$ cat src/rtl/art_pkg.sv
// shared types, constants and byte functions for the aes round transform
// depends on nothing; used by every module in rtl
`timescale 1ns / 1ps
package art_pkg;

  typedef enum logic [2:0] {
    KIND_ENC_ROUND = 3'd0,
    KIND_ENC_LAST  = 3'd1,
    KIND_DEC_ROUND = 3'd2,
    KIND_DEC_LAST  = 3'd3,
    KIND_MIX       = 3'd4,
    KIND_INV_MIX   = 3'd5,
    KIND_PASS6     = 3'd6,
    KIND_PASS7     = 3'd7
  } kind_t;

  typedef logic [7:0] byte_t;
  typedef byte_t [15:0] state_t;

  // lane control, one flag set per stage
  typedef struct packed {
    logic do_sub;
    logic do_mix;
    logic inverse;
  } lane_ctl_t;

  localparam byte_t REDUCE = 8'h1b;

  localparam logic [3:0] FWD_SHIFT [16] = '{4'd0, 4'd5, 4'd10, 4'd15, 4'd4, 4'd9, 4'd14, 4'd3,
                                            4'd8, 4'd13, 4'd2, 4'd7, 4'd12, 4'd1, 4'd6, 4'd11};
  localparam logic [3:0] INV_SHIFT [16] = '{4'd0, 4'd13, 4'd10, 4'd7, 4'd4, 4'd1, 4'd14, 4'd11,
                                            4'd8, 4'd5, 4'd2, 4'd15, 4'd12, 4'd9, 4'd6, 4'd3};

  function automatic byte_t xtime(input byte_t a);
    xtime = a[7] ? ((a << 1) ^ REDUCE) : (a << 1);
  endfunction

  function automatic byte_t gmul(input byte_t a, input byte_t b);
    byte_t acc;
    byte_t x;
    acc = '0;
    x = a;
    for (int k = 0; k < 8; k++) begin
      if (b[k]) acc = acc ^ x;
      x = xtime(x);
    end
    gmul = acc;
  endfunction

  function automatic byte_t ginv(input byte_t a);
    byte_t r;
    byte_t base;
    logic [7:0] e;
    r = 8'h01;
    base = a;
    e = 8'd254;
    for (int k = 0; k < 8; k++) begin
      if (e[k]) r = gmul(r, base);
      base = gmul(base, base);
    end
    ginv = r;
  endfunction

  function automatic byte_t rotl(input byte_t v, input int n);
    rotl = byte_t'((v << n) | (v >> (8 - n)));
  endfunction

  function automatic byte_t sbox_f(input byte_t a);
    byte_t b;
    b = ginv(a);
    sbox_f = b ^ rotl(b, 1) ^ rotl(b, 2) ^ rotl(b, 3) ^ rotl(b, 4) ^ 8'h63;
  endfunction

  function automatic byte_t inv_sbox_f(input byte_t s);
    inv_sbox_f = ginv(rotl(s, 1) ^ rotl(s, 3) ^ rotl(s, 6) ^ 8'h05);
  endfunction

  // both tables are built at elaboration and read as constant logic
  function automatic state_t [15:0] fwd_tab_f();
    state_t [15:0] r;
    for (int i = 0; i < 256; i++) r[i / 16][i % 16] = sbox_f(byte_t'(i));
    fwd_tab_f = r;
  endfunction

  function automatic state_t [15:0] inv_tab_f();
    state_t [15:0] r;
    for (int i = 0; i < 256; i++) r[i / 16][i % 16] = inv_sbox_f(byte_t'(i));
    inv_tab_f = r;
  endfunction

  localparam state_t [15:0] SBOX_TAB = fwd_tab_f();
  localparam state_t [15:0] INV_SBOX_TAB = inv_tab_f();

endpackage

$ cat src/rtl/art_mix_lane.sv
// one column lane of the mixing stage: mixcolumns or its inverse
// depends on art_pkg
`timescale 1ns / 1ps
module art_mix_lane (
  input  art_pkg::byte_t [3:0] din,
  input  art_pkg::lane_ctl_t   ctl,
  output art_pkg::byte_t [3:0] dout
);
  art_pkg::byte_t [3:0] fwd;
  art_pkg::byte_t [3:0] inv;

  always_comb begin
    for (int r = 0; r < 4; r++) begin
      fwd[r] = art_pkg::xtime(din[r]) ^ art_pkg::xtime(din[(r + 1) % 4]) ^ din[(r + 1) % 4]
             ^ din[(r + 2) % 4] ^ din[(r + 3) % 4];
      inv[r] = art_pkg::gmul(8'h0e, din[r]) ^ art_pkg::gmul(8'h0b, din[(r + 1) % 4])
             ^ art_pkg::gmul(8'h0d, din[(r + 2) % 4]) ^ art_pkg::gmul(8'h09, din[(r + 3) % 4]);
    end
  end

  assign dout = !ctl.do_mix ? din : (ctl.inverse ? inv : fwd);
endmodule

$ cat config.mk
export PLATFORM = sky130hd
export DESIGN_NAME = art_mix_lane
export DESIGN_NICKNAME = d
export VERILOG_FILES = /design/src/rtl/art_pkg.sv /design/src/rtl/art_mix_lane.sv
export SDC_FILE = /design/constraint.sdc
export NUM_CORES = 1
export LEC_CHECK = 0
export BUFFER_PORTS_ARGS = -buffer_cell sky130_fd_sc_hd__buf_2
export CORE_ASPECT_RATIO = 1.5
export CORE_MARGIN = 4
export CORE_UTILIZATION = 59
export DETAILED_ROUTE_END_ITERATION = 8
export GPL_TIMING_DRIVEN = 0
export PLACE_DENSITY = 0.85
export SLEW_MARGIN = 0
export SYNTH_ARGS = -nofsm -noshare
export SYNTH_HDL_FRONTEND = slang
export SYNTH_SLANG_ARGS = --single-unit
$ cat constraint.sdc
create_clock -name vclk -period 2.7
set_clock_uncertainty 0.05 [all_clocks]
set_input_delay 0.27 -clock vclk [all_inputs]
set_output_delay 0.27 -clock vclk [all_outputs]
set_load 0.02 [all_outputs]
== Yosys cells after proc, flatten, opt, wreduce, memory -nomap -nowiden ==
Cells that the tools add are included.

* Logic and storage cells: 278
* Register bits: 0
* Output and inout port bits: 32

* Bitwise logic cells: 144
* Multiplexer cells: 134

{| class="wikitable"
|+ Operator list
! kind !! count
|-
| two-way mux 8 bit || 44
|-
| two-way mux 7 bit || 32
|-
| bitwise XOR 8 bit || 28
|-
| NOT 3 bit || 44
|-
| two-way mux 6 bit || 20
|-
| NOT 5 bit || 24
|-
| two-way mux 5 bit || 20
|-
| NOT 6 bit || 16
|-
| two-way mux 32 bit || 2
|-
| two-way mux 4 bit || 16
|-
| NOT 2 bit || 20
|-
| NOT 7 bit || 4
|-
| NOT 4 bit || 4
|-
| NOT 2 -> 3 bit || 4
|}

== Longest topological paths before layout ==
Gate-level depths: netlist of the first run.

* Depth after elaboration: 20
* Gate-level depth with buffers: 7
* Depth with buffers taken out: 6

== Least setup slack after synthesis of the first run ==
No wires, ideal clock.

* Kind: input to output
* Start: input port din[26] in the netlist's numbering
* End: output port dout[13] in the netlist's numbering
* Slack: 0.251 ns
* Stages on the path: 7
* Required time: 2.380 ns
* Arrival time: 2.129 ns
* Buffers on the path: 1
* Cell sequence: buf_2 > xnor2_1 > xnor3_1 > xnor3_1 > xnor2_1 > nand2_1 > a31oi_1

{| class="wikitable"
|+ RTL lines
! item !! line !! RTL
|-
| from (decl) || art_mix_lane.sv:5 || <nowiki>input art_pkg::byte_t [3:0] din,</nowiki>
|-
| to (decl) || art_mix_lane.sv:7 || <nowiki>output art_pkg::byte_t [3:0] dout</nowiki>
|}

==> metrics.md, run 1 <==
| Metric | Value |
|---|---|
| Cell taking the most area after synthesis | xnor2_1 |
| Syn Inst Count | 379 |
| Top cell type's share of synthesized area | ~42% |
| Slew HR | 49.1% |
| Syn. warnings | 0 |
| Nets@finish | between 400 and 500 |
| Storage cell area | 0 µm² |
| Clk network pwr share | 0% |
| DR vias | 2687 |
| Switching part of the total | 51.5% |
| M2 GR Usage | 50.2% |
| Vias/cell | roughly 5.5 |
| Setup Crit Path Kind | in -> out |
| RSZ-0062 raised after global routing | no |
| Residual DRC | 0 |
| Place WS | approximately 69 ps |
| Synthesized cell area | 0.00323 mm² |
| FP Rows | 32 |
| Synth Area in Adders | 0% |
| DRT Pass-1 Iters | 4 |
| Tmin final | 2630 ps |
| Pwr dens | between 500 and 600 mW/mm² |
| RePlAce Congestion | slightly below 1 |
| Largest net degree at the start of global routing | 11 |
| Clock buffer count | 0 |
| Max Cap Viol | 0 |
| Avg WL per Cell | roughly 19 µm |
| LEAKAGE | 0.00149 µW |
| Routing usage on met3 | 1.03% |
| CP Launch Type | input port |
| Largest cells by area after synthesis | xnor2_1 42%, xnor3_1 15%, xor2_1 11% |
| Fraction of the cycle the final worst path needs | 97.4% |
| Sequential Power Share | 0% |
| Simple-gate share of the synthesized area | 6.79% |
| Post-synthesis net count | between 400 and 500 |
| Final setup viols | 0 |
| Avg Inst Size Synth | ~8.5 µm² |
| CP max-delay cell | xnor3_1 |
| Die X | 68.4 µm |
| Core area | 0.00520 mm² |
| # IOs | 67 |
| Final hold violations | 0 |
| Most frequent cells after synthesis | 155 x xnor2_1, 46 x nor2_1, 40 x xor2_1, 34 x a21oi_1, 22 x xnor3_1 |
| HPWL Detailed | 7260 µm |
| Outcome | finished clean |
| Resized Gates After CTS | 0 |
| Register area share after synthesis | 0% |
| Worst vdd ir | 0.295 mV |
| Switching Power | 976 µW |
| Combinational power share | 100.0% |
| Initial Util | about 62% |
| Largest stage delay, worst path | 530 ps |
| Share of cells above drive strength 1 | 18.1% |
| Vias in the first global route | 2717 |
| Gr usage total | between 20 and 30% |
| CP Capture Type | primary output |
| HP Class | in -> out |
| P_int | 921 µW |
| Crit-path cells | buf_4 -> xnor3_1 -> xnor2_1 -> xnor3_1 -> xnor2_1 -> nand2_1 -> a31oi_1 -> buf_2 |
| Final count of pins violating max slew | 0 |
| Post-DRT Antenna Nets | 0 |
| Initial antenna violation count | 0 |
| Total Wirelength | 9130 µm |
| Buf+Inv Stages, Crit Path | 2 |
| Cts hold-fix bufs | 0 |
| Critical path arrival | 2310 ps |
| Worst Max-Slew Pin Slew | 758 ps |
| Most frequent cell after synthesis | xnor2_1 |
| Critical path's top delay family | XOR/XNOR gates |
| Netlist cell types | 23 |
| ANT cells | 0 |
| Layout area overhead | 9.46% |
| Post-CTS Setup Bufs | 0 |
| Global routing's busiest layer | met2 |
| First-pass GRT wire length | 14400 µm |
| Post-route setup TNS | 0 ps |
| CP required | 2380 ps |
| Worst-path maximum fanout | 7 |
| Total gr overflow | 0 |
| Largest family of logic cells by synthesized area | XOR/XNOR gates |
| Die area | 0.00674 mm² |
| Port bufs | 41 |
| Seq_cells | 0 |
| Compound-Gate Fraction of Synth Area | about 7.3% |
| Die Y | 98.6 µm |
| XOR/XNOR share of the synthesized area | about four fifths |
| FILL cells | 442 |
| M1 GR Usage | between 30% and 40% |
| First-iteration detailed-routing DRC count | 120 |
| Multiplexer area fraction after synthesis | 1.74% |
| Fmax | 380 MHz |
| Post-route setup slack | 69.3 ps |
==> per-stage QoR <==
| stage | instances | area [µm²] | util (%) | hold slack [ps] | total power, µW |
|---|---|---|---|---|---|
| floorplan | 379 | 3230 | - | 659 | 1530 |
| global placement | 488 | 3520 | 67.6 | 871 | 1840 |
| detailed placement | 488 | 3520 | 67.6 | 878 | 1880 |
| CTS | 488 | 3520 | 67.6 | 880 | 1890 |
| global route | 488 | 3530 | 67.9 | 942 | 2030 |
| finish | 488 | 3530 | 67.9 | 874 | 1900 |
==> per-layer routing <==
metal | wire [µm] | vias up
met5 | 0 | -
met4 | 387 | 0
met3 | 458 | 34
met2 | 4830 | 112
met1 | 3450 | 1271
li1 | - | 1270
==> layout make-up <==
cell class	instances	area [µm²]	share of cell area, %
well taps	68	85.1	2.41
multi-input cells	340	3050	86.2
plain buffers	39	196	5.56
repair buffers	41	205	5.81
==> worst paths after layout <==
kind	from	to	depth (start not counted)
worst max-delay path	din[6]	dout[13]	8
worst min-delay path	din[18]	dout[18]	4
==> layout by cell type (no fill, tap or decap), drive strengths merged <==
cell type  netlist  routed
mux2             2       2
buf             20      61
mux2i            3       3
a31oi            2       2
nand2b           2       2
a21oi           35      35
xor3             4       4
nor2            46      46
o21ai            9       9
xnor2          160     160
xnor3           26      26
xor2            42      42
nand2            9       9
clkbuf          19      19
==> kinds of logic after synthesis <==
kind of cell | Yosys count
muxes | 5
xor gates and xnor gates | 232
and+or+nand+nor | 57
buffers and inverters | 39
AOI/OAI and AO/OA | 46
==> power by group through the flow <==
stage / Clock, µW / Combinational [µW] / Sequential (µW)
3_5_place_dp: 0 / 1880 / 0
3_3_place_gp: 0 / 1840 / 0
4_1_cts: 0 / 1890 / 0
2_1_floorplan: 0 / 1530 / 0
6_report: 0 / 1900 / 0
5_1_grt: 0 / 2030 / 0
==> tightest hold or removal path, stage by stage <==
cell     delay (ps)
buf_6           110
nor2_1           80
a21oi_1          40
buf_2           150
(Power assumes the default switching activity.)
==> inputs of run 2 (changes only) <==
- CAP_MARGIN: unset -> 40
- MAX_ROUTING_LAYER: unset -> met4
- SETUP_SLACK_MARGIN: unset -> 0.1
==> metrics.md, run 2 (synthesis results as in run 1) <==
| Metric | Value |
|---|---|
| Outcome | finished clean |
| Post-DRT Antenna Nets | 0 (unchanged) |
| Critical path arrival | 2230 ps (-80 ps) |
| P_int | 945 µW (+2.7%) |
| Total Wirelength | 9620 µm (+5.4%) |
| Die Y | 98.6 µm (unchanged) |
| Pwr dens | 537 mW/mm² (about the same) |
| Fmax | 392 MHz (+3.1%) |
| Port bufs | 41 (unchanged) |
| First-iteration detailed-routing DRC count | 146 (+22%) |
| Seq_cells | 0 (unchanged) |
| Total gr overflow | 0 (unchanged) |
| RSZ-0062 raised after global routing | no |
| Layout area overhead | 13.2% |
| Largest net degree at the start of global routing | 11 (unchanged) |
| FP Rows | 32 (unchanged) |
| Nets@finish | 458 (+0.22%) |
| First-pass GRT wire length | 14400 µm (about the same) |
| Share of cells above drive strength 1 | 21.6% (+3.5 points) |
| Slew HR | 57.1% (+8.0 points) |
| Fraction of the cycle the final worst path needs | 94.5% (-3.0 points) |
| Cts hold-fix bufs | 0 (unchanged) |
| Initial Util | 62.0% (unchanged) |
| Most frequent cells in the layout | 140 x xnor2_1, 53 x buf_2, 46 x nor2_1 |
| Launch point of the worst path | din[9] |
| Core area | 0.00520 mm² (unchanged) |
| Combinational power share | 100.0% (about the same) |
| DRT Pass-1 Iters | 4 (unchanged) |
| HP Class | in -> out |
| Vias in the first global route | 2767 (+1.8%) |
| Final count of pins violating max slew | 0 (unchanged) |
| Min-Delay Startpoint | din[18] |
| Storage cell area | 0 µm² (unchanged) |
| Switching Power | 1020 µW (+4.0%) |
| Worst-path maximum fanout | 6 (-1) |
| # IOs | 67 (unchanged) |
| LEAKAGE | 0.00157 µW (+5.6%) |
| Final setup viols | 0 (unchanged) |
| Max Cap Viol | 0 (unchanged) |
| Die X | 68.4 µm (unchanged) |
| Initial antenna violation count | 0 (unchanged) |
| Die area | 0.00674 mm² (unchanged) |
| Fin area | 0.00365 mm² (+3.4%) |
| Post-route setup TNS | 0 ps (unchanged) |
| Commonest non-fill, non-tap cell in the layout | xnor2_1 |
| ANT cells | 0 (unchanged) |
| Final Core Density | 70.2% (+2.3 points) |
| Tmin final | 2550 ps (-80.3 ps) |
| Worst vdd ir | 0.286 mV (-3.1%) |
| CP Capture Type | primary output |
| DR vias | 2666 (-0.78%) |
| HPWL Detailed | 7430 µm (+2.2%) |
| Residual DRC | 0 (unchanged) |
| Final hold violations | 0 (unchanged) |
| Sequential Power Share | 0% (unchanged) |
| Switching part of the total | 51.8% (+0.31 points) |
| CP required | 2380 ps (about the same) |
| CP Launch Type | input port |
| Worst Max-Slew Pin Slew | 643 ps (-115 ps) |
| FILL cells | 443 (+0.23%) |
| Avg WL per Cell | 19.7 µm (+5.2%) |
| Clk network pwr share | 0% (unchanged) |
| Gr usage total | 29.3% (+1.0 points) |
| Vias/cell | 5.45 (-0.98%) |
| Setup Crit Path Kind | in -> out |
| Worst Hold Depth | 4 (unchanged) |
| RePlAce Congestion | 1.00 (+3.8%) |
| Placed Area | 0.00352 mm² (unchanged) |
| Clock buffer count | 0 (unchanged) |
## run 2: critical path: stages
cell and delay, ps:
clkbuf_2 210, xnor3_2 410, xnor3_1 430, xnor2_1 170, xnor2_1 130, mux2_4 270
a21oi_2 150, buf_2 180
## run 2: final cells by class
cell class / instances / area [µm²] / share of cell area [%]
Multi-Input combinational cell: 340 / 3150 / 86.4
Timing Repair Buffer: 42 / 213 / 5.82
Tap cell: 68 / 85.1 / 2.33
Buffer: 39 / 200 / 5.48
## run 2: what timing repair did
action,CTS,global route
gates resized for setup,0,19
setup endpoints to repair,0,13
buffers inserted,0,1
## run 2: metrics by stage
stage	power, µW	setup WS (ps)	cells	hold WS, ps
3_3_place_gp	1850	76.4	488	871
3_5_place_dp	1880	130	488	883
4_1_cts	1890	115	488	886
6_report	1960	150	489	900
2_1_floorplan	1530	251	379	659
5_1_grt	2080	57.1	489	923
## run 2: power by group through the flow
stage               clock network, µW  logic, µW  registers [µW]
global placement                    0       1850               0
finish                              0       1960               0
floorplan                           0       1530               0
detailed placement                  0       1880               0
CTS                                 0       1890               0
global route                        0       2080               0
## run 2: worst paths after layout
check	end	slack, ps
setup / recovery	dout[20]	150
hold / removal	dout[18]	900
## run 2: per-layer routing
metal / part of all wire, % / vias to the layer above / routed length [µm] / track usage (%)
met5: 0 / - / 0 / -
met4: 4.2 / 0 / 402 / 12.6
met3: 6.5 / 28 / 627 / 1.60
met2: 53 / 114 / 5130 / 50.7
met1: 36 / 1248 / 3460 / 33.6
li1: - / 1276 / - / -
==> inputs of run 3 (changes only) <==
- PLACE_DENSITY: 0.85 -> unset
- PLACE_DENSITY_LB_ADDON: unset -> 0.05
==> metrics.md, run 3 (synthesis results as in run 1) <==
| Metric | Value |
|---|---|
| Cts hold-fix bufs | 0 (unchanged) |
| First-pass GRT wire length | 13700 µm (-4.9%) |
| Residual DRC | 0 (unchanged) |
| # IOs | 67 (unchanged) |
| HPWL Detailed | 7160 µm (-3.6%) |
| Total gr overflow | 0 (unchanged) |
| Largest stage delay, worst path | 410 ps (-20 ps) |
| First-iteration detailed-routing DRC count | 156 (+6.8%) |
| Post-route setup slack | 156 ps (+6.50 ps) |
| FILL cells | 476 (+7.4%) |
| Switching Power | 962 µW (-5.3%) |
| Layout area overhead | 11.9% |
| Share of cells above drive strength 1 | 20.2% (-1.4 points) |
| Setup Crit Path Kind | in -> out |
| Gr usage total | 27.5% (-1.8 points) |
| CP max-delay cell | xnor3_2 |
| Clk network pwr share | 0% (unchanged) |
| Die area | 0.00674 mm² (unchanged) |
| Most frequent cells in the layout | 147 x xnor2_1, 54 x buf_2, 46 x nor2_1 |
| Worst vdd ir | 0.256 mV (-10%) |
| Die Y | 98.6 µm (unchanged) |
| Largest net degree at the start of global routing | 11 (unchanged) |
| Max Cap Viol | 0 (unchanged) |
| Post-CTS Setup Bufs | 0 (unchanged) |
| Sequential Power Share | 0% (unchanged) |
| Critical path's top delay family | XOR/XNOR gates |
| Core area | 0.00520 mm² (unchanged) |
| Worst Max-Slew Pin Slew | 693 ps (+49.9 ps) |
| Fraction of the cycle the final worst path needs | 94.2% (-0.24 points) |
| Outcome | finished clean |
| Tmin final | 2540 ps (-6.50 ps) |
| LEAKAGE | 0.00153 µW (-2.5%) |
| RePlAce Congestion | 0.930 (-7.1%) |
| Buf+Inv Stages, Crit Path | 2 (unchanged) |
| HP Class | in -> out |
| Clock buffer count | 0 (unchanged) |
| CP required | 2380 ps (about the same) |
| Final hold slack | 899 ps (-1.34 ps) |
| CP Capture Type | primary output |
| FP Rows | 32 (unchanged) |
| Initial antenna violation count | 0 (unchanged) |
| Total Wirelength | 8930 µm (-7.2%) |
| Combinational power share | 100.0% (about the same) |
| Worst-path maximum fanout | 7 (+1) |
| Vias/cell | 5.35 (-1.9%) |
| Avg WL per Cell | 18.3 µm (-7.0%) |
| Pwr dens | 524 mW/mm² (-2.3%) |
| Post-route setup TNS | 0 ps (unchanged) |
| DRT Pass-1 Iters | 4 (unchanged) |
| Final count of pins violating max slew | 0 (unchanged) |
| Fmax | 393 MHz (+0.26%) |
| Final setup viols | 0 (unchanged) |
| Initial Util | 62.0% (unchanged) |
| ANT cells | 0 (unchanged) |
| P_int | 931 µW (-1.5%) |
| DR vias | 2609 (-2.1%) |
| Inst Count DP | 488 (unchanged) |
| Post-DRT Antenna Nets | 0 (unchanged) |
| Seq_cells | 0 (unchanged) |
| Slew HR | 53.8% (-3.3 points) |
| Crit-path cells | buf_2 -> xnor3_2 -> xnor3_1 -> xnor2_1 -> xnor2_1 -> mux2_4 -> a21oi_2 -> buf_2 |
| Cell Count, Final, Fillers Out | 488 (-0.20%) |
| Storage cell area | 0 µm² (unchanged) |
| Nets@finish | 457 (-0.22%) |
| Place WS | 82.3 ps (-47.8 ps) |
| Critical path arrival | 2220 ps (about the same) |
| Tot Pwr | 1890 µW (-3.5%) |
| RSZ-0062 raised after global routing | yes |
| Vias in the first global route | 2572 (-7.0%) |
| Final hold violations | 0 (unchanged) |
| Die X | 68.4 µm (unchanged) |
| Switching part of the total | 50.8% (-0.96 points) |
| Commonest non-fill, non-tap cell in the layout | xnor2_1 |
| Port bufs | 41 (unchanged) |
| CP Launch Type | input port |
run 3: path summary, 6_finish.rpt:
check	startpoint	to	slack (ps)	cells after the start
setup / recovery	din[1]	dout[20]	160	8
hold / removal	din[0]	dout[0]	900	4
run 3: cell type report:
cell class	instances	area, µm²	area share, %
Buffer	39	199	5.51
Tap cell	68	85.1	2.36
Timing Repair Buffer	41	205	5.68
Multi-Input combinational cell	340	3120	86.4
run 3: stage by stage:
step | cell area (µm²) | util, %
after floorplan | 3230 | -
after global placement | 3520 | 67.6
after detailed placement | 3520 | 67.6
after CTS | 3520 | 67.7
after global routing | 3610 | 69.4
final | 3610 | 69.4
run 3: power by group through the flow:
stage	clock [µW]	sequential [µW]	combinational (µW)
final	0	0	1890
after global routing	0	0	2030
after CTS	0	0	1880
after detailed placement	0	0	1860
after global placement	0	0	1850
after floorplan	0	0	1530
run 3: timing repair:
item / in CTS / in global routing
resized for setup: 1 / 14
endpoints found under the setup margin: 1 / 9
hold endpoints to repair: 0 / 0
run 3: metal layers:
layer	up-vias	GRT usage (%)	wire, µm
li1	1278	-	-
met1	1203	33.8	3450
met2	103	46.7	4600
met3	25	0.684	510
met4	0	10.1	369
met5	-	-	0
